==> config.mk <==
export PLATFORM = sky130hd
export DESIGN_NAME = tof_sensor_frame_parser_unit
export DESIGN_NICKNAME = d
export VERILOG_FILES = /design/src/sv/tofp_pkg.sv /design/src/sv/tofp_frame_acc.sv /design/src/sv/tof_sensor_frame_parser_unit.sv
export SDC_FILE = /design/constraint.sdc
export NUM_CORES = 1
export LEC_CHECK = 0
export ABC_AREA = 1
export BUFFER_PORTS_ARGS = -buffer_cell sky130_fd_sc_hd__clkbuf_2
export CAP_MARGIN = 30
export CORE_AREA = 3 3 223 268
export DETAILED_ROUTE_END_ITERATION = 10
export DIE_AREA = 0 0 226 271
export PLACE_DENSITY = 0.61
export RECOVER_POWER = 25
export SYNTH_ARGS = -nofsm -noshare
export SYNTH_HDL_FRONTEND = slang
export SYNTH_SLANG_ARGS = --single-unit
==> constraint.sdc <==
create_clock -name i_clk -period 19.9 [get_ports i_clk]
set_clock_uncertainty 0.05 [all_clocks]
set_input_delay 0.995 -clock i_clk [delete_from_list [all_inputs] [get_ports i_clk]]
set_output_delay 0.995 -clock i_clk [all_outputs]
set_load 0.02 [all_outputs]
==> src/sv/tofp_pkg.sv <==
// Shared types and constants for the time-of-flight sensor frame parser.
// No dependencies; used by tofp_frame_acc and tof_sensor_frame_parser_unit.
package tofp_pkg;

    localparam int unsigned BYTE_W  = 8;
    localparam int unsigned COUNT_W = 5;

    // Frame layout.
    localparam logic [BYTE_W-1:0]  HDR0          = 8'h5A;
    localparam logic [BYTE_W-1:0]  HDR1          = 8'h8E;
    localparam logic [BYTE_W-1:0]  HDR2          = 8'h17;
    localparam logic [COUNT_W-1:0] POS_HDR0      = 5'd0;
    localparam logic [COUNT_W-1:0] POS_HDR1      = 5'd1;
    localparam logic [COUNT_W-1:0] POS_HDR2      = 5'd2;
    localparam logic [COUNT_W-1:0] PAYLOAD_FIRST = 5'd3;
    localparam logic [COUNT_W-1:0] CSUM_POS      = 5'd26;
    localparam logic [COUNT_W-1:0] COUNT_MAX     = 5'd31;
    localparam int unsigned        PAYLOAD_DEPTH = 23;
    localparam int unsigned        IDX_W         = $clog2(PAYLOAD_DEPTH);

    // Decoded fields. Packed with the last member in the lowest bits, so the
    // whole struct is the output word with tof_main at bit 0.
    typedef struct packed {
        logic        [7:0]  confidence;
        logic signed [15:0] calibrated_distance;
        logic signed [31:0] temperature;
        logic        [15:0] ref_tof;
        logic        [23:0] noise_att;
        logic        [15:0] peak_att;
        logic        [15:0] shot_count;
        logic        [23:0] noise_main;
        logic        [15:0] peak_main;
        logic        [15:0] tof_main;
    } t_frame_fields;

    localparam int unsigned TDATA_W = $bits(t_frame_fields);

    typedef struct packed {
        logic          frame_ok;
        t_frame_fields fields;
    } t_frame_result;

endpackage

==> src/sv/tofp_frame_acc.sv <==
// Per-byte frame accumulator: byte count, running sum, header and checksum
// flags and payload registers, plus the decode of a finished frame.
// Depends on tofp_pkg.
module tofp_frame_acc (
    input  logic                         i_clk,
    input  logic                         i_rst_n,
    input  logic                         i_accept,
    input  logic [tofp_pkg::BYTE_W-1:0]  i_byte,
    input  logic                         i_last,
    output logic                         o_res_valid,
    output tofp_pkg::t_frame_result      o_res
);

    logic [tofp_pkg::COUNT_W-1:0] r_count;
    logic [tofp_pkg::BYTE_W-1:0]  r_sum;
    logic                         r_hdr_ok;
    logic                         r_csum_ok;
    logic [tofp_pkg::BYTE_W-1:0]  r_payload [tofp_pkg::PAYLOAD_DEPTH];

    logic [tofp_pkg::COUNT_W-1:0] n_count;
    logic [tofp_pkg::BYTE_W-1:0]  n_sum;
    logic                         n_hdr_ok;
    logic                         n_csum_ok;
    logic [tofp_pkg::IDX_W-1:0]   w_idx;
    logic                         w_store;
    logic                         w_hdr_bad;
    logic                         w_ok;

    assign w_idx   = tofp_pkg::IDX_W'(r_count - tofp_pkg::PAYLOAD_FIRST);
    assign w_store = (r_count >= tofp_pkg::PAYLOAD_FIRST) && (r_count < tofp_pkg::CSUM_POS);

    always_comb begin
        w_hdr_bad = ((r_count == tofp_pkg::POS_HDR0) && (i_byte != tofp_pkg::HDR0))
                 || ((r_count == tofp_pkg::POS_HDR1) && (i_byte != tofp_pkg::HDR1))
                 || ((r_count == tofp_pkg::POS_HDR2) && (i_byte != tofp_pkg::HDR2));
        n_hdr_ok  = r_hdr_ok && !w_hdr_bad;
        n_csum_ok = (r_count == tofp_pkg::CSUM_POS) ? (i_byte == r_sum) : r_csum_ok;
        n_sum     = (r_count < tofp_pkg::CSUM_POS) ? r_sum + i_byte : r_sum;
        n_count   = (r_count < tofp_pkg::COUNT_MAX) ? r_count + 5'd1 : r_count;
        // Only the byte at the checksum position can end a good frame.
        w_ok      = (r_count == tofp_pkg::CSUM_POS) && n_hdr_ok && n_csum_ok;
    end

    always_ff @(posedge i_clk) begin
        if (!i_rst_n) begin
            r_count   <= '0;
            r_sum     <= '0;
            r_hdr_ok  <= 1'b1;
            r_csum_ok <= 1'b0;
        end else if (i_accept) begin
            if (i_last) begin
                r_count   <= '0;
                r_sum     <= '0;
                r_hdr_ok  <= 1'b1;
                r_csum_ok <= 1'b0;
            end else begin
                r_count   <= n_count;
                r_sum     <= n_sum;
                r_hdr_ok  <= n_hdr_ok;
                r_csum_ok <= n_csum_ok;
            end
        end
    end

    always_ff @(posedge i_clk) begin
        if (i_accept && w_store) begin
            r_payload[w_idx] <= i_byte;
        end
    end

    assign o_res_valid = i_accept && i_last;

    always_comb begin
        o_res = '0;
        if (w_ok) begin
            o_res.frame_ok                   = 1'b1;
            o_res.fields.tof_main            = {r_payload[1], r_payload[0]};
            o_res.fields.peak_main           = {r_payload[3], r_payload[2]};
            o_res.fields.noise_main          = {r_payload[6], r_payload[5], r_payload[4]};
            o_res.fields.shot_count          = {r_payload[8], r_payload[7]};
            o_res.fields.peak_att            = {r_payload[10], r_payload[9]};
            o_res.fields.noise_att           = {r_payload[13], r_payload[12], r_payload[11]};
            o_res.fields.ref_tof             = {r_payload[15], r_payload[14]};
            o_res.fields.temperature         = {r_payload[19], r_payload[18],
                                                r_payload[17], r_payload[16]};
            o_res.fields.calibrated_distance = {r_payload[21], r_payload[20]};
            o_res.fields.confidence          = r_payload[22];
        end
    end

endmodule

==> src/sv/tof_sensor_frame_parser_unit.sv <==
// Time-of-flight sensor frame parser, top level.
// Takes one received byte per word on the input stream and hands one decoded
// result word per frame to the output stream.
//
// Input channel: i_s_tdata carries one frame byte, i_s_tlast marks the last
// byte of a frame. Output channel: o_m_tdata carries the ten decoded fields,
// o_m_tuser carries frame_ok. One output word follows every input word with
// tlast set; a frame is good only if it is 27 bytes long, starts 5A 8E 17 and
// its last byte equals the 8-bit sum of the bytes before it. A bad frame gives
// a word with frame_ok low and all fields zero.
// Throughput is one byte per cycle while o_s_tready is high; each result is
// registered in the output register. All per-byte work is a compare, an 8-bit
// add and a register write between the state registers and the output register.
// Reset clears the byte count, sum and flags and empties the output stage; the
// payload registers are not cleared, as each good frame rewrites all of them.
// When the receiver stalls, one result waits in the output register and a
// second in a skid register; o_s_tready falls only while the skid is occupied.
module tof_sensor_frame_parser_unit (
    input  logic                           i_clk,
    input  logic                           i_rst_n,
    input  logic                           i_s_tvalid,
    output logic                           o_s_tready,
    input  logic [7:0]                     i_s_tdata,  // [7:0] data_byte
    input  logic                           i_s_tlast,
    output logic                           o_m_tvalid,
    input  logic                           i_m_tready,
    // [15:0] tof_main, [31:16] peak_main, [55:32] noise_main, [71:56] shot_count,
    // [87:72] peak_att, [111:88] noise_att, [127:112] ref_tof,
    // [159:128] temperature, [175:160] calibrated_distance, [183:176] confidence
    output logic [tofp_pkg::TDATA_W-1:0]   o_m_tdata,
    output logic                           o_m_tuser   // [0] frame_ok
);

    logic                    w_accept;
    logic                    w_res_valid;
    tofp_pkg::t_frame_result w_res;

    logic                    r_out_valid;
    tofp_pkg::t_frame_result r_out;
    logic                    r_skid_valid;
    tofp_pkg::t_frame_result r_skid;

    assign o_s_tready = !r_skid_valid;
    assign w_accept   = i_s_tvalid && o_s_tready;

    tofp_frame_acc u_acc (
        .i_clk       (i_clk),
        .i_rst_n     (i_rst_n),
        .i_accept    (w_accept),
        .i_byte      (i_s_tdata),
        .i_last      (i_s_tlast),
        .o_res_valid (w_res_valid),
        .o_res       (w_res)
    );

    // Output register with a one-word skid stage behind it.
    always_ff @(posedge i_clk) begin
        if (!i_rst_n) begin
            r_out_valid  <= 1'b0;
            r_skid_valid <= 1'b0;
        end else begin
            if (!r_out_valid || i_m_tready) begin
                if (r_skid_valid) begin
                    r_out_valid  <= 1'b1;
                    r_skid_valid <= 1'b0;
                end else begin
                    r_out_valid  <= w_res_valid;
                end
            end else if (w_res_valid) begin
                r_skid_valid <= 1'b1;
            end
        end
    end

    always_ff @(posedge i_clk) begin
        if (!r_out_valid || i_m_tready) begin
            if (r_skid_valid) begin
                r_out <= r_skid;
            end else if (w_res_valid) begin
                r_out <= w_res;
            end
        end else if (w_res_valid) begin
            r_skid <= w_res;
        end
    end

    assign o_m_tvalid = r_out_valid;
    assign o_m_tdata  = r_out.fields;
    assign o_m_tuser  = r_out.frame_ok;

endmodule

Yosys cells after proc, flatten, opt, wreduce, memory -nomap -nowiden
Memories as Yosys holds them, arrays and structs flattened. Index checks and enable logic that the tools add are counted.

$add $sub $neg: 3. Order comparisons: 3. Eq/ne operators: 7. Mux-type cells: 13. Bitwise logic cells: 2. Reductions and logical operators: 25.

Operator list (count): two-way mux 185 bit (3); two-way mux 8 bit (2); logical AND 1 bit (10); less-than comparator 5 bit, second input constant (2); two-way mux 5 bit (2); adder 8 bit (1); equality test 8 bit (1); inequality test 8 x 5 -> 1 bit, second input constant (1); inequality test 8 x 7 -> 1 bit, second input constant (1); inequality test 8 bit, second input constant (1); AND reduction 2 bit (4); two-way mux 1 bit (6); nonzero test 2 bit (3); adder 5 x 1 -> 5 bit, second input constant (1); equality test 5 x 1 -> 1 bit, second input constant (1); equality test 5 x 2 -> 1 bit, second input constant (1); equality test 5 bit, second input constant (1); >= comparator 5 x 2 -> 1 bit, second input constant (1); zero test 5 bit (1); subtractor 5 x 2 -> 5 bit, second input constant (1); zero test 1 bit (3); logical OR 1 bit (3); NOT 1 bit (2); OR reduction 2 bit (1).

Register bits: 387. RAM bits: 184. Input port bits: 13. Output and inout bits: 187. Word-level logic and storage cells: 82. Memories kept: 1.

Memories: u_acc.r_payload (words 23, bits a word 8, rd ports 23, clocked after Yosys merged registers in 0, wr ports 1, RTL line tofp_frame_acc.sv:18) `logic [tofp_pkg::BYTE_W-1:0] r_payload [tofp_pkg::PAYLOAD_DEPTH];`.

Longest topological paths before layout
Depth after elaboration: 11. Mapped depth: 11. Mapped depth without buffers: 9.

By module
Synthesis repeated with hierarchy kept, for this count alone.

Cell total of the unflattened synthesis: 1792. Area total of the unflattened synthesis: 23139.7 µm².

Modules (own cells, without submodules): tof_sensor_frame_parser_unit (times used 1, cells each 979, area each 13581.8 µm², seq. area each 11150.7 µm²); tofp_frame_acc (times used 1, cells each 813, area each 9557.9 µm², seq. area each 5805.6 µm²).

Least setup slack after synthesis
No wires, ideal clock.

Path kind: input to register. Start point: in i_s_tvalid. End point: reg r_skid[0] (netlist bit), enable pin. Setup time: 0.734 ns. Arrival: 8.925 ns. Required time: 19.116 ns. Path slack: 10.191 ns. Stages on the path: 4. Buffers on the path: 0. Cell sequence: nand2_1 inv_1 nand2_1 nor2_1.

Longest elaborated chain between the ends: 3.

Ends and longest elaborated chain: start: declaration (RTL line tof_sensor_frame_parser_unit.sv:21) `input logic i_s_tvalid,`; logical AND 1 bit (RTL line tof_sensor_frame_parser_unit.sv:44) `assign w_accept = i_s_tvalid && o_s_tready;`; logical AND 1 bit (RTL line tofp_frame_acc.sv:71) `assign o_res_valid = i_accept && i_last;`; AND reduction 2 bit (no source line); end signal: assignment (RTL line tof_sensor_frame_parser_unit.sv:83) `r_skid <= w_res;`; end: declaration (RTL line tof_sensor_frame_parser_unit.sv:41) `tofp_pkg::t_frame_result r_skid;`.

No other way between the ends. A chain may end at the register's enable or synchronous reset.

Worst setup path in the final report
Start point: in i_s_tlast. End point: reg r_out, in the netlist o_m_tdata[26], enable pin.

Longest elaborated chain between the ends: 3.

Ends and longest elaborated chain: start: declaration (RTL line tof_sensor_frame_parser_unit.sv:24) `input logic i_s_tlast,`; logical AND 1 bit (RTL line tofp_frame_acc.sv:71); nonzero test 2 bit (no source line); AND reduction 2 bit (no source line); end signal: assignment (RTL line tof_sensor_frame_parser_unit.sv:78) `r_out <= r_skid;`; end signal: assignment (RTL line tof_sensor_frame_parser_unit.sv:80) `r_out <= w_res;`; end: declaration (RTL line tof_sensor_frame_parser_unit.sv:39) `tofp_pkg::t_frame_result r_out;`.

No other way between the ends.

==> flow_summary_export.csv <==
group,metric,value,unit
power_and_ir_drop,leakagePower,10.9,nW
place,io_buffers,199,
clock_network,clockBufferDepth,3,
global_routing,grt_pass1_vias,13637,
cells_and_area,final_util,0.456,
min_path,worstHoldPathType,"reg2reg",
global_routing,met3_usage,0.0259,
clock_network,clkSinkCount,570,
clock_network,clock_latency,0.60,ns
detailed_routing,viasPerCell,5.00,
clock_network,cts_buffers,55,
place,gp_congestion,0.795,
die,die_h,271,um
yosys,netlist_area,0.0229,mm^2
clock_network,cts_tree,"built",
setup_path,required,19.97,ns
detailed_routing,drtPass1Iterations,5,
cells_and_area,areaGrowthSynthToFinish,14.3,%
global_routing,gr-usage-met1,0.237,
clock_network,root_buffer,"clkbuf_16",
setup_path,critPathCaptureType,"flip-flop",
place,dp.cells,2689,
outcome,status,"finished with violations",
global_routing,grt_max_degree,185,
flow_run,cap_violations,11,
die,placementRows,96,
setup_path,r2r_setup_slack,14.64,ns
cells_and_area,num_antenna_cells,0,
timing,slew_headroom,-1.47,
timing,final_max_slew_viol_count,356,
clock_network,cts_hold_buf,0,
setup_path,cp-startpoint,"i_s_tlast",
detailed_routing,drt_iter0_drc,1333,
clock_network,cts-resized-gates,0,
timing,finalSetupViolCount,0,
yosys,synth.distinct_cells,29,
timing,worstMarginPinSlew,3.70,ns
min_path,hold_start,"u_acc.r_sum[6]",
cells_and_area,nFillCells,5067,
die,start_util,0.399,
clock_network,cts_post_setup_buffers_inserted,0,
global_routing,antenna_found_initial,0,
yosys,synth_fp_nets,1854,
yosys,synth_ff_type,"edfxtp_1",
die,die-width,226,um
timing,rsz0062_at_grt,"no",
die,coreArea,0.0573,mm^2
power_and_ir_drop,cellPowerDensity,91.9,mW/mm^2
timing,max_freq,178,MHz
cells_and_area,multi_input_area,0.00446,mm^2
yosys,synth_edf_count,554,
yosys,synth-warning-count,0,
place,dpl.hpwl,30600,um
setup_path,path_class,"in2reg",
die,die_area,0.0612,mm^2
yosys,synth_cells,1828,
detailed_routing,routed_wl,55300,um
yosys,ys_seq_elements,570,
yosys,syn_avg_cell_area,12.5,um^2
timing,timing.final.crit_share,0.282,
die,boundaryPins,200,
outcome,violations,"max-capacitance violations, max-slew violations",
cells_and_area,drive_gt1_frac,0.191,
global_routing,busiest_layer,"met2",
detailed_routing,via_count,13938,
cells_and_area,ff_latch_area,0.0170,mm^2
cells_and_area,stdcell_count,2787,
setup_path,path_max_fanout,61,
timing,final.setup.tns,0,ns
setup_path,worst_setup_path_start_kind,"primary input",
clock_network,clkTransAtPathRegs,0.06,ns
setup_path,r2r-end,"o_m_tdata[26]",
global_routing,grt_pass1_wl,83500,um
global_routing,grt_overflow,0,
detailed_routing,wl_per_cell,19.8,um
yosys,async_flop_share,0,
yosys,yosysSeqAreaShare,0.741,
timing,min_period,5.62,ns
setup_path,worstSetupEndpoint,"o_m_tdata[26]",
detailed_routing,drc_errors,0,
timing,hold_viol,0,
global_routing,grtUsageTotal,0.178,
setup_path,arrival,5.68,ns
power_and_ir_drop,peakVddDrop,65.2,uV
global_routing,use_met2,0.294,
clock_network,h-tree-depth,2,
setup_path,r2r-start,"r_skid_valid",
detailed_routing,ant_nets,0,
cells_and_area,layout.nets,2037,
setup_path,rr_worst_depth,4,
[worst max-delay path: stages]
cell and delay (ns):
clkbuf_1 0.26, a21oi_1 0.16, nor2_1 0.45, clkbuf_1 1.08, clkbuf_1 2.67
[state kept, by name (all words and copies together) (netlist names)]
name and count:
u_acc.r_sum 8, o_m_tuser 1, o_m_tvalid 1, r_skid_valid 1, o_m_tdata 184, r_skid 185, u_acc.r_count 5, u_acc.r_hdr_ok 1
u_acc.r_payload 184
[how the worst min path moves through the flow]
| stage | depth (start not counted) | end |
|---|---|---|
| after global placement | 2 | u_acc.r_sum[0] |
| after CTS | 2 | u_acc.r_sum[6] |
| after floorplan | 2 | u_acc.r_hdr_ok |
| after global routing | 2 | u_acc.r_sum[0] |
| after detailed placement | 2 | u_acc.r_sum[6] |
| final | 2 | u_acc.r_sum[6] |
[layout by cell type, fill, tap and decap left out, drive strengths merged, types with 8 or more instances in the layout]
| cell | instances |
|---|---|
| inv | 222 |
| edfxtp | 554 |
| ha | 12 |
| nand2 | 447 |
| nand3 | 13 |
| nor2 | 235 |
| dfxtp | 16 |
| clkinv | 21 |
| buf | 19 |
| clkbuf | 282 |
| o21ai | 8 |
| a21oi | 19 |
| nand4 | 187 |
[cell type report]
cell class | count | share of cell area
Sequential cell | 570 | 0.649
Clock inverter | 26 | 0.00756
Tap cell | 735 | 0.0352
Timing Repair Buffer | 229 | 0.0496
Inverter | 223 | 0.0321
Clock buffer | 72 | 0.0559
Multi-Input combinational cell | 932 | 0.171
[metrics by stage]
stage | area, um^2 | power, mW | setup slack, ns | hold WS (ns)
global route | 26100 | 2.48 | 13.84 | 0.453
global placement | 24400 | 1.45 | 15.07 | 0.405
detailed placement | 24600 | 1.45 | 15.35 | 0.413
CTS | 26200 | 2.43 | 15.98 | 0.423
floorplan | 22900 | 1.41 | 10.19 | 0.388
finish | 26100 | 2.40 | 14.28 | 0.423
[synth_stat cells (all sizes together), types with 2 or more instances]
master / number / area (um^2)
clkinv: 2 / 7.51
nor2: 235 / 1140
inv: 221 / 830
nand2: 447 / 1680
ha: 12 / 150
buf: 71 / 524
nand4: 187 / 1170
nand3: 13 / 65.1
edfxtp: 554 / 16600
clkbuf: 32 / 120
a21oi: 19 / 95.1
xor2: 3 / 26.3
o21ai: 8 / 40.0
dfxtp: 16 / 320
[report_power, final]
part / internal, mW / total (mW) / switching [mW] / leakage, nW
clock network: 0.542 / 0.976 / 0.434 / 0.800
logic: 0.0175 / 0.0895 / 0.0719 / 4.40
registers: 1.33 / 1.34 / 0.00853 / 5.66
total: 1.89 / 2.40 / 0.515 / 10.9
[logic make-up after synthesis]
kind of cell               Yosys count  share of synthesized area
xor gates and xnor gates             3                    0.00115
AOI/OAI and AO/OA                   28                    0.00624
buffers and inverters              326                     0.0648
adders and majority gates           13                    0.00744
and+or+nand+nor                    888                      0.179
DFF                                570                      0.741
[routing by layer]
| layer | part of all wire | vias up |
|---|---|---|
| li1 | - | 6589 |
| met1 | 0.42 | 6805 |
| met2 | 0.49 | 443 |
| met3 | 0.054 | 101 |
| met4 | 0.036 | 0 |
| met5 | 0 | - |
Note: power is estimated with default switching activity, not from simulation.
